===== src/sv/i2cm_pkg.sv =====
// Package for the I2C master byte engine: command codes, phase tables and the
// queued command record. No dependencies.
package i2cm_pkg;

  typedef enum logic [2:0] {
    OP_NONE  = 3'd0,
    OP_INIT  = 3'd1,
    OP_START = 3'd2,
    OP_STOP  = 3'd3,
    OP_WRITE = 3'd4,
    OP_READ  = 3'd5
  } op_e;

  localparam int unsigned QueueDepth = 2;
  localparam logic [7:0]  DelayReset = 8'd5;

  // Step tables, bit i belongs to step i. Line bit: 0 = SCL, 1 = SDA.
  localparam logic [4:0] StartLine = 5'b01010;
  localparam logic [4:0] StartVal  = 5'b00110;
  localparam logic [3:0] StopLine  = 4'b1010;
  localparam logic [3:0] StopVal   = 4'b1100;

  localparam logic [4:0] StartSteps = 5'd5;
  localparam logic [4:0] StopSteps  = 5'd4;

  // Last step of each command.
  localparam logic [4:0] LastInit  = 5'd0;
  localparam logic [4:0] LastStart = 5'd4;
  localparam logic [4:0] LastStop  = 5'd3;
  localparam logic [4:0] LastByte  = 5'd26;

  localparam logic [1:0] PhSetSda = 2'd0;
  localparam logic [1:0] PhSclHi  = 2'd1;
  localparam logic [1:0] PhSample = 2'd2;
  localparam logic [3:0] AckSlot  = 4'd8;

  // Classified request as it sits in the queue.
  typedef struct packed {
    op_e        op;
    logic [7:0] write_data;
    logic       send_ack;
    logic       sda_in;
  } cmd_t;

  // Front-to-back link.
  typedef struct packed {
    logic valid;
    cmd_t cmd;
  } cmd_link_t;

endpackage


===== src/sv/i2cm_if.sv =====
// Request and result channel interfaces of the I2C master byte engine.
// Standalone; used by the top level and its neighbors.
interface i2cm_req_if;
  logic       valid;
  logic       ready;
  logic [2:0] op;
  logic [7:0] write_data;
  logic       send_ack;
  logic       sda_in;

  modport source (output valid, op, write_data, send_ack, sda_in, input ready);
  modport sink   (input valid, op, write_data, send_ack, sda_in, output ready);
endinterface

interface i2cm_res_if;
  logic       valid;
  logic       ready;
  logic       scl_out;
  logic       sda_out;
  logic       busy_res;
  logic       done_res;
  logic [7:0] read_byte;
  logic       ack_bit;

  modport source (output valid, scl_out, sda_out, busy_res, done_res, read_byte,
                  ack_bit, input ready);
  modport sink   (input valid, scl_out, sda_out, busy_res, done_res, read_byte,
                  ack_bit, output ready);
endinterface


===== src/sv/i2cm_front.sv =====
// Front end: takes requests, folds unused op codes into "none" and holds them
// in a short queue for the sequencer. Depends on i2cm_pkg.
module i2cm_front #(
  parameter int unsigned Depth = i2cm_pkg::QueueDepth
) (
  input  logic                clk_i,
  input  logic                rst_ni,
  input  logic                push_i,
  input  logic [2:0]          op_i,
  input  logic [7:0]          write_data_i,
  input  logic                send_ack_i,
  input  logic                sda_in_i,
  output logic                ready_o,
  output i2cm_pkg::cmd_link_t link_o,
  input  logic                pop_i
);
  localparam int unsigned PtrW = (Depth > 1) ? $clog2(Depth) : 1;
  localparam int unsigned CntW = $clog2(Depth + 1);

  i2cm_pkg::cmd_t      slot_q [Depth];
  logic [PtrW-1:0]     wr_ptr_q, wr_ptr_d, rd_ptr_q, rd_ptr_d;
  logic [CntW-1:0]     cnt_q, cnt_d;
  i2cm_pkg::cmd_t      cmd_in;
  logic                do_push, do_pop;

  // Classify: codes above read are plain ticks.
  always_comb begin
    cmd_in.write_data = write_data_i;
    cmd_in.send_ack   = send_ack_i;
    cmd_in.sda_in     = sda_in_i;
    if (op_i > i2cm_pkg::OP_READ) begin
      cmd_in.op = i2cm_pkg::OP_NONE;
    end else begin
      cmd_in.op = i2cm_pkg::op_e'(op_i);
    end
  end

  assign ready_o = (cnt_q != CntW'(Depth));
  assign do_push = push_i && ready_o;
  assign do_pop  = pop_i && (cnt_q != '0);

  always_comb begin
    wr_ptr_d = wr_ptr_q;
    rd_ptr_d = rd_ptr_q;
    if (do_push) begin
      wr_ptr_d = (wr_ptr_q == PtrW'(Depth - 1)) ? '0 : wr_ptr_q + 1'b1;
    end
    if (do_pop) begin
      rd_ptr_d = (rd_ptr_q == PtrW'(Depth - 1)) ? '0 : rd_ptr_q + 1'b1;
    end
    cnt_d = cnt_q + CntW'(do_push) - CntW'(do_pop);
  end

  always_ff @(posedge clk_i or negedge rst_ni) begin
    if (!rst_ni) begin
      wr_ptr_q <= '0;
      rd_ptr_q <= '0;
      cnt_q    <= '0;
    end else begin
      wr_ptr_q <= wr_ptr_d;
      rd_ptr_q <= rd_ptr_d;
      cnt_q    <= cnt_d;
    end
  end

  always_ff @(posedge clk_i) begin
    if (do_push) begin
      slot_q[wr_ptr_q] <= cmd_in;
    end
  end

  assign link_o.valid = (cnt_q != '0);
  assign link_o.cmd   = slot_q[rd_ptr_q];
endmodule


===== src/sv/i2cm_back.sv =====
// Back end: bus phase sequencer that runs one tick per queued request, plus
// the registered result stage. Depends on i2cm_pkg.
module i2cm_back (
  input  logic                clk_i,
  input  logic                rst_ni,
  input  logic [7:0]          delay_ticks_i,
  input  i2cm_pkg::cmd_link_t link_i,
  output logic                pop_o,
  output logic                res_valid_o,
  input  logic                res_ready_i,
  output logic                scl_out_o,
  output logic                sda_out_o,
  output logic                busy_res_o,
  output logic                done_res_o,
  output logic [7:0]          read_byte_o,
  output logic                ack_bit_o
);
  i2cm_pkg::op_e run_q, run_d;
  logic [4:0] step_q, step_d;
  logic [3:0] slot_q, slot_d;
  logic [1:0] ph_q, ph_d;
  logic [7:0] cnt_q, cnt_d;
  logic [7:0] shift_q, shift_d;
  logic       scl_q, scl_d, sda_q, sda_d, ackf_q, ackf_d, choice_q, choice_d;
  logic [7:0] last_q, last_d;
  logic       out_vld_q;
  logic [7:0] dly;
  logic       busy, done, do_ph, wr, line, lval;
  logic [4:0] last_step;

  assign pop_o = link_i.valid && (!out_vld_q || res_ready_i);
  assign dly   = (delay_ticks_i == '0) ? 8'd1 : delay_ticks_i;

  always_comb begin
    run_d    = run_q;
    step_d   = step_q;
    slot_d   = slot_q;
    ph_d     = ph_q;
    cnt_d    = cnt_q;
    shift_d  = shift_q;
    scl_d    = scl_q;
    sda_d    = sda_q;
    ackf_d   = ackf_q;
    choice_d = choice_q;
    last_d   = last_q;
    busy     = 1'b0;
    done     = 1'b0;
    do_ph    = 1'b0;
    wr       = 1'b0;
    line     = 1'b0;
    lval     = 1'b0;
    last_step = i2cm_pkg::LastByte;

    if (pop_o) begin
      if (run_q == i2cm_pkg::OP_NONE) begin
        if (link_i.cmd.op != i2cm_pkg::OP_NONE) begin
          run_d  = link_i.cmd.op;
          step_d = '0;
          slot_d = '0;
          ph_d   = i2cm_pkg::PhSetSda;
          if (link_i.cmd.op == i2cm_pkg::OP_WRITE) begin
            shift_d = link_i.cmd.write_data;
          end else if (link_i.cmd.op == i2cm_pkg::OP_READ) begin
            shift_d  = '0;
            choice_d = link_i.cmd.send_ack;
          end
          do_ph = 1'b1;
          busy  = 1'b1;
        end
      end else begin
        busy = 1'b1;
        if (cnt_q != '0) begin
          cnt_d = cnt_q - 8'd1;
        end else begin
          step_d = step_q + 5'd1;
          if (ph_q == i2cm_pkg::PhSample) begin
            ph_d   = i2cm_pkg::PhSetSda;
            slot_d = slot_q + 4'd1;
          end else begin
            ph_d = ph_q + 2'd1;
          end
          do_ph = 1'b1;
        end
      end

      if (do_ph) begin
        cnt_d = dly - 8'd1;
        wr    = (run_d == i2cm_pkg::OP_WRITE);
        unique case (run_d)
          i2cm_pkg::OP_INIT: begin
            sda_d = 1'b1;
            scl_d = 1'b1;
          end
          i2cm_pkg::OP_START: begin
            if (step_d < i2cm_pkg::StartSteps) begin
              line = i2cm_pkg::StartLine[step_d[2:0]];
              lval = i2cm_pkg::StartVal[step_d[2:0]];
              if (line) sda_d = lval;
              else      scl_d = lval;
            end
          end
          i2cm_pkg::OP_STOP: begin
            if (step_d < i2cm_pkg::StopSteps) begin
              line = i2cm_pkg::StopLine[step_d[1:0]];
              lval = i2cm_pkg::StopVal[step_d[1:0]];
              if (line) sda_d = lval;
              else      scl_d = lval;
            end
          end
          default: begin
            // Write or read: three phases per bit slot.
            unique case (ph_d)
              i2cm_pkg::PhSetSda: begin
                if (slot_d < i2cm_pkg::AckSlot) sda_d = wr ? shift_d[7] : 1'b1;
                else                            sda_d = wr ? 1'b1 : !choice_d;
              end
              i2cm_pkg::PhSclHi: scl_d = 1'b1;
              default: begin
                if (wr) begin
                  if (slot_d < i2cm_pkg::AckSlot) shift_d = {shift_d[6:0], 1'b0};
                  else                            ackf_d  = link_i.cmd.sda_in;
                end else if (slot_d < i2cm_pkg::AckSlot) begin
                  shift_d = {shift_d[6:0], link_i.cmd.sda_in};
                end
                scl_d = 1'b0;
              end
            endcase
          end
        endcase
      end

      unique case (run_d)
        i2cm_pkg::OP_INIT:  last_step = i2cm_pkg::LastInit;
        i2cm_pkg::OP_START: last_step = i2cm_pkg::LastStart;
        i2cm_pkg::OP_STOP:  last_step = i2cm_pkg::LastStop;
        default:            last_step = i2cm_pkg::LastByte;
      endcase

      if (busy && cnt_d == '0 && step_d >= last_step) begin
        done = 1'b1;
        if (run_d == i2cm_pkg::OP_READ) last_d = shift_d;
        run_d  = i2cm_pkg::OP_NONE;
        step_d = '0;
      end
    end
  end

  always_ff @(posedge clk_i or negedge rst_ni) begin
    if (!rst_ni) begin
      run_q     <= i2cm_pkg::OP_NONE;
      step_q    <= '0;
      slot_q    <= '0;
      ph_q      <= i2cm_pkg::PhSetSda;
      cnt_q     <= '0;
      shift_q   <= '0;
      scl_q     <= 1'b1;
      sda_q     <= 1'b1;
      ackf_q    <= 1'b1;
      choice_q  <= 1'b0;
      last_q    <= '0;
      out_vld_q <= 1'b0;
    end else begin
      run_q    <= run_d;
      step_q   <= step_d;
      slot_q   <= slot_d;
      ph_q     <= ph_d;
      cnt_q    <= cnt_d;
      shift_q  <= shift_d;
      scl_q    <= scl_d;
      sda_q    <= sda_d;
      ackf_q   <= ackf_d;
      choice_q <= choice_d;
      last_q   <= last_d;
      if (pop_o) begin
        out_vld_q <= 1'b1;
      end else if (res_ready_i) begin
        out_vld_q <= 1'b0;
      end
    end
  end

  // Result payload register, loaded on every processed tick.
  always_ff @(posedge clk_i) begin
    if (pop_o) begin
      scl_out_o   <= scl_d;
      sda_out_o   <= sda_d;
      busy_res_o  <= busy;
      done_res_o  <= done;
      read_byte_o <= last_d;
      ack_bit_o   <= ackf_d;
    end
  end

  assign res_valid_o = out_vld_q;
endmodule


===== src/sv/i2c_master_byte_engine.sv =====
// Top level of the I2C master byte engine: APB delay register, request queue
// front end and phase sequencer back end. Depends on i2cm_pkg, i2cm_if,
// i2cm_front and i2cm_back.
//
//   channel   | dir | handshake        | payload
//   ----------+-----+------------------+---------------------------------------
//   req_i     | in  | valid / ready    | op, write_data, send_ack, sda_in
//   res_o     | out | valid / ready    | scl_out, sda_out, busy_res, done_res,
//             |     |                  | read_byte, ack_bit
//   APB       | in  | psel/penable     | delay_ticks at byte address 0
//
// One request is one bus-timer tick and yields exactly one result.
// Throughput is one request per cycle while res_o is not stalled; a request
// passes a queue slot, then the result register loaded by the sequencer.
// The two-entry queue lets req_i take requests while res_o stalls, until full.
// Reset puts the sequencer's lines released (SCL=1, SDA=1), ack 1, read byte 0.
module i2c_master_byte_engine #(
  parameter int unsigned QueueDepth = i2cm_pkg::QueueDepth
) (
  input  logic        clk_i,
  input  logic        rst_ni,
  i2cm_req_if.sink    req_i,
  i2cm_res_if.source  res_o,
  input  logic        psel,
  input  logic        penable,
  input  logic        pwrite,
  input  logic [2:0]  paddr,
  input  logic [31:0] pwdata,
  output logic [31:0] prdata,
  output logic        pready
);
  logic [7:0]          delay_q;
  logic                cfg_wr;
  logic                pop;
  i2cm_pkg::cmd_link_t link;

  // Configuration: one register, word index paddr[2].
  assign pready = 1'b1;
  assign cfg_wr = psel && penable && pwrite && !paddr[2];
  assign prdata = paddr[2] ? 32'd0 : {24'd0, delay_q};

  always_ff @(posedge clk_i or negedge rst_ni) begin
    if (!rst_ni) begin
      delay_q <= i2cm_pkg::DelayReset;
    end else if (cfg_wr) begin
      delay_q <= pwdata[7:0];
    end
  end

  i2cm_front #(
    .Depth(QueueDepth)
  ) u_front (
    .clk_i        (clk_i),
    .rst_ni       (rst_ni),
    .push_i       (req_i.valid),
    .op_i         (req_i.op),
    .write_data_i (req_i.write_data),
    .send_ack_i   (req_i.send_ack),
    .sda_in_i     (req_i.sda_in),
    .ready_o      (req_i.ready),
    .link_o       (link),
    .pop_i        (pop)
  );

  i2cm_back u_back (
    .clk_i         (clk_i),
    .rst_ni        (rst_ni),
    .delay_ticks_i (delay_q),
    .link_i        (link),
    .pop_o         (pop),
    .res_valid_o   (res_o.valid),
    .res_ready_i   (res_o.ready),
    .scl_out_o     (res_o.scl_out),
    .sda_out_o     (res_o.sda_out),
    .busy_res_o    (res_o.busy_res),
    .done_res_o    (res_o.done_res),
    .read_byte_o   (res_o.read_byte),
    .ack_bit_o     (res_o.ack_bit)
  );

  // An accepted request is queued on the next cycle.
  a_req_queued: assert property (@(posedge clk_i) disable iff (!rst_ni)
    req_i.valid && req_i.ready |=> link.valid)
    else $error("accepted request missing from queue");

  // With the result stage empty, a queued request is sequenced at once.
  a_back_drains: assert property (@(posedge clk_i) disable iff (!rst_ni)
    link.valid && !res_o.valid |=> res_o.valid)
    else $error("sequencer did not take queued request");

  // Completion is only flagged on a busy tick.
  a_done_busy: assert property (@(posedge clk_i) disable iff (!rst_ni)
    res_o.valid && res_o.done_res |-> res_o.busy_res)
    else $error("done without busy");
endmodule


===== src/flat_wrapper.sv =====
// flat-port wrapper written by rule: the top's interface ports become plain ports
module i2c_master_byte_engine_flat 
#(
  parameter int unsigned QueueDepth = i2cm_pkg::QueueDepth
)
  (clk_i, rst_ni, psel, penable, pwrite, paddr, pwdata, prdata, pready, req_i_valid, req_i_op, req_i_write_data, req_i_send_ack, req_i_sda_in, req_i_ready, res_o_valid, res_o_scl_out, res_o_sda_out, res_o_busy_res, res_o_done_res, res_o_read_byte, res_o_ack_bit, res_o_ready);
  i2cm_req_if req_i_i ();
  i2cm_res_if res_o_i ();
  input  logic clk_i;
  input  logic rst_ni;
  input  logic psel;
  input  logic penable;
  input  logic pwrite;
  input  logic [2:0] paddr;
  input  logic [31:0] pwdata;
  output logic [31:0] prdata;
  output logic pready;
  input wire logic [$bits(req_i_i.valid)-1:0] req_i_valid;
  input wire logic [$bits(req_i_i.op)-1:0] req_i_op;
  input wire logic [$bits(req_i_i.write_data)-1:0] req_i_write_data;
  input wire logic [$bits(req_i_i.send_ack)-1:0] req_i_send_ack;
  input wire logic [$bits(req_i_i.sda_in)-1:0] req_i_sda_in;
  output wire logic [$bits(req_i_i.ready)-1:0] req_i_ready;
  output wire logic [$bits(res_o_i.valid)-1:0] res_o_valid;
  output wire logic [$bits(res_o_i.scl_out)-1:0] res_o_scl_out;
  output wire logic [$bits(res_o_i.sda_out)-1:0] res_o_sda_out;
  output wire logic [$bits(res_o_i.busy_res)-1:0] res_o_busy_res;
  output wire logic [$bits(res_o_i.done_res)-1:0] res_o_done_res;
  output wire logic [$bits(res_o_i.read_byte)-1:0] res_o_read_byte;
  output wire logic [$bits(res_o_i.ack_bit)-1:0] res_o_ack_bit;
  input wire logic [$bits(res_o_i.ready)-1:0] res_o_ready;
  assign req_i_i.valid = req_i_valid;
  assign req_i_i.op = req_i_op;
  assign req_i_i.write_data = req_i_write_data;
  assign req_i_i.send_ack = req_i_send_ack;
  assign req_i_i.sda_in = req_i_sda_in;
  assign req_i_ready = req_i_i.ready;
  assign res_o_valid = res_o_i.valid;
  assign res_o_scl_out = res_o_i.scl_out;
  assign res_o_sda_out = res_o_i.sda_out;
  assign res_o_busy_res = res_o_i.busy_res;
  assign res_o_done_res = res_o_i.done_res;
  assign res_o_read_byte = res_o_i.read_byte;
  assign res_o_ack_bit = res_o_i.ack_bit;
  assign res_o_i.ready = res_o_ready;
  i2c_master_byte_engine #(.QueueDepth(QueueDepth)) u_core (.clk_i(clk_i), .rst_ni(rst_ni), .req_i(req_i_i), .res_o(res_o_i), .psel(psel), .penable(penable), .pwrite(pwrite), .paddr(paddr), .pwdata(pwdata), .prdata(prdata), .pready(pready));
endmodule

===== config.mk =====
export PLATFORM = sky130hd
export DESIGN_NAME = i2c_master_byte_engine_flat
export DESIGN_NICKNAME = d
export VERILOG_FILES = /design/src/sv/i2cm_pkg.sv /design/src/sv/i2cm_if.sv /design/src/sv/i2cm_front.sv /design/src/sv/i2cm_back.sv /design/src/sv/i2c_master_byte_engine.sv /design/src/flat_wrapper.sv
export SDC_FILE = /design/constraint.sdc
export NUM_CORES = 1
export LEC_CHECK = 0
export ABC_AREA = 1
export ABC_CLOCK_PERIOD_IN_PS = 3490
export BUFFER_PORTS_ARGS = -buffer_cell sky130_fd_sc_hd__buf_2
export CORE_ASPECT_RATIO = 1.1
export CORE_MARGIN = 1.5
export CORE_UTILIZATION = 35
export DETAILED_ROUTE_END_ITERATION = 10
export GPL_ROUTABILITY_DRIVEN = 1
export MAX_ROUTING_LAYER = met4
export SKIP_CTS_REPAIR_TIMING = 1
export SYNTH_ARGS = -nofsm -noshare
export SYNTH_HDL_FRONTEND = slang
export SYNTH_HIERARCHICAL = 1
export SYNTH_SLANG_ARGS = --single-unit

===== constraint.sdc =====
create_clock -name clk_i -period 3.49 [get_ports clk_i]
set_input_delay 0.8725 -clock clk_i [delete_from_list [all_inputs] [get_ports clk_i]]
set_output_delay 0.8725 -clock clk_i [all_outputs]
set_load 0.01 [all_outputs]

==> flow_metrics.tcl <==
set metrics [dict create \
    first_iter_violations 155 \
    layout-drive-gt1-share_pct 19.81 \
    crit_required_ps 3590 \
    root_buffer "clkbuf_16" \
    grt_usage_pct 14.61 \
    synthAdderAreaFrac_pct 2.296 \
    clock_latency_ps 350 \
    final_cell_mix "nand2_1 (206), inv_1 (66), nand3_1 (57), buf_2 (51), dfrtp_1 (50)" \
    yosysTopAreaCellShare_pct 22.96 \
    die_area_mm2 0.01633 \
    start_util_pct 36.05 \
    synthTopCellsByArea "dfrtp_1 (23%), edfxtp_1 (21%), nand2_1 (14%)" \
    sw_frac_of_total_pct 44.90 \
    clkPwrFrac_pct 18.1 \
    period_needed_ps 3209 \
    fin_crit_sh_pct 91.96 \
    viasPerCell 4.540 \
    irDropWorstVdd_v 0.0003934 \
    dieHeight_um 133.9 \
    area_growth_pct 13.41 \
    leakage_nw 3.082 \
    clk_pin_slew_ps 70 \
    wl_um 10940 \
    synth_compound_area_share_pct 6.269 \
    row_count 47 \
    syn-cell-area_mm2 0.005449 \
    drv_cap 0 \
    ys_ff_latch 94 \
    p_per_area_mw_per_mm2 856.0 \
    final_hold_viol_count 0 \
    antenna_cells 0 \
    dp_cells 909 \
    worstSetupEndpointType "flip-flop" \
    drtAntennaViolNets 0 \
    regArea_mm2 0.002554 \
    place_area_mm2 0.005867 \
    synth-simple-area-share_pct 32.17 \
    skew_ps 7.203 \
    pin_count 103 \
    yosysSeqAreaShare_pct 46.87 \
    cts_buffers 9 \
    cts_num_sinks 94 \
    power.total_mw 5.290 \
    coreArea_mm2 0.01511 \
    drt-pass1-iter-count 5 \
    htreeDepth 3 \
    seqPwrFrac_pct 32.5 \
    fin_area_mm2 0.006180 \
    grt_pass1_vias 3904 \
    setup_tns_ps 0 \
    ys.flop_type "dfrtp_1" \
    dpl.hpwl_um 8046 \
    switchingPower_mw 2.375 \
    drc 0 \
    yosys_warnings 6 \
    internal-power_mw 2.915 \
    grt_pass1_wl_um 18320 \
    status "complete, no violations" \
    die_w_um 122.0 \
    min_path_type "reg -> reg" \
    clock_path_buffers 2 \
    layout.cells.non_filler 928 \
    path_class "reg -> reg" \
    rsz0062_at_grt "false" \
    relSlewSlack_pct 50.59 \
    synth_xor_area_share_pct 1.447 \
    synth_cells 661 \
    layout.nets 792 \
    final_common_cell "nand2_1" \
    worstPathArrival_ps 3300 \
    synth_cell_type_count 40 \
    synth_edf_count 39 \
    ys_async_sr_fraction_pct 58.51 \
    fmax_mhz 311.6 \
    synth_top_area_cell "dfrtp_1" \
    cp_max_fo 10 \
    wire_per_inst_um 11.79 \
    grt_max_degree 56 \
    io_buffers 51 \
    cts_tree "done" \
    vias 4213 \
    fillers 1534 \
    syn_area_per_cell_um2 8.244 \
    place_congestion 0.8155 \
    synth.area.mux_share_pct 0 \
    setup_viol 0 \
    antenna_found_initial 0 \
    synth_top_family_by_area "simple AND/OR/NAND/NOR gates" \
    cp-start-kind "flip-flop" \
    worst_slew_pin_slew_ps 740.4 \
    pwr-share-comb_pct 49.4 \
    globalRouteOverflowTotal 0 \
    maxSlewViolCount 0 \
    hold_slack_ps 465.8 \
    multiInputGateArea_mm2 0.002392 \
]
==> cells by family (layout without fill, tap and decap cells) <==
kind of cell	Yosys count	count (layout)
other	2	25
AO/OA/AOI/OAI	62	62
AND/OR/NAND/NOR	368	368
buffers and inverters	116	164
adder cells (fa/ha/maj)	10	10
flip-flops	94	94
XOR/XNOR	9	9
==> power by group through the flow <==
| stage | Clock (mW) | Sequential [mW] | Combinational, mW |
|---|---|---|---|
| global placement | 0 | 1.74 | 2.59 |
| floorplan | 0 | 1.73 | 1.98 |
| global route | 1.03 | 1.76 | 2.95 |
| finish | 0.959 | 1.72 | 2.61 |
| CTS | 0.994 | 1.72 | 2.63 |
| detailed placement | 0 | 1.74 | 2.62 |
==> final timing paths <==
| check | startpoint | end | slack [ps] | cells past startpoint |
|---|---|---|---|---|
| max | u_core/u_back/cnt_q[0] | u_core/u_back/read_byte_o[4] | 280 | 18 |
| min | u_core/u_back/last_q[5] | u_core/u_back/last_q[5] | 470 | 2 |
| max in group asynchronous | rst_ni | u_core/u_back/shift_q[1] | 2340 | 2 |
| max reg2reg | u_core/u_back/cnt_q[0] | u_core/u_back/read_byte_o[4] | 280 | 18 |
| min reg2reg | u_core/u_back/last_q[5] | u_core/u_back/last_q[5] | 470 | 2 |
| min in group asynchronous | rst_ni | u_core/delay_q[3] | 670 | 2 |
==> metrics by stage <==
| step | worst slack, ps | utilization [%] |
|---|---|---|
| 2_1_floorplan | 522.1 | - |
| 3_3_place_gp | 231.0 | 38.82 |
| 3_5_place_dp | 237.7 | 38.82 |
| 4_1_cts | 206.1 | 40.74 |
| 5_1_grt | 8.410 | 40.89 |
| 6_report | 280.6 | 40.89 |
==> worst max-delay path: stages (launching register included) <==
cell and delay, ps:
dfrtp_1 410, inv_1 110, ha_1 210, nand2_1 110
nor2_4 250, nand2_1 90, nand2_1 70, nand2_1 40
nand2_1 130, inv_1 70, ha_1 320, nand2_1 80
o311ai_0 310, buf_4 180, nand3_2 140, nor2_8 170
nand3_4 120, nand2_1 80, nand2_1 70
==> final cells by class <==
class                   instances  share of cell area (%)
flip-flops and latches         94                   41.32
multi-input cells             474                   38.71
repair buffers                 72                   6.682
inverters                      76                   4.616
well taps                     196                   3.968
clock buffers                  10                   3.867
clock inverters                 6                  0.8301
==> Yosys cell counts (all sizes together) (3+ instances only) <==
cell type,instances
a21oi,15
buf,35
clkbuf,5
dfrtp,50
dfstp,5
edfxtp,39
ha,10
inv,75
nand2,225
nand3,62
nand4,17
nor2,52
nor3,8
o21ai,38
or2,3
xor2,7
==> metal layers <==
layer | vias to the layer above | GRT usage, % | part of all wire, %
met5 | - | - | 0
met4 | 0 | 4.052 | 0.91
met3 | 10 | 3.189 | 3.5
met2 | 74 | 23.88 | 48
met1 | 1902 | 18.24 | 48
li1 | 2227 | - | -
==> registers in the layout, indices dropped and copies added (netlist names), 2 cells and up <==
signal                     count
u_core/delay_q                 8
u_core/u_back/cnt_q            8
u_core/u_back/last_q           8
u_core/u_back/ph_q             2
u_core/u_back/read_byte_o      8
u_core/u_back/run_q            3
u_core/u_back/shift_q          8
u_core/u_back/slot_q           4
u_core/u_back/step_q           5
u_core/u_front/cnt_q           2
u_core/u_front/slot_q         26
Power figures use the tool's default switching activity.
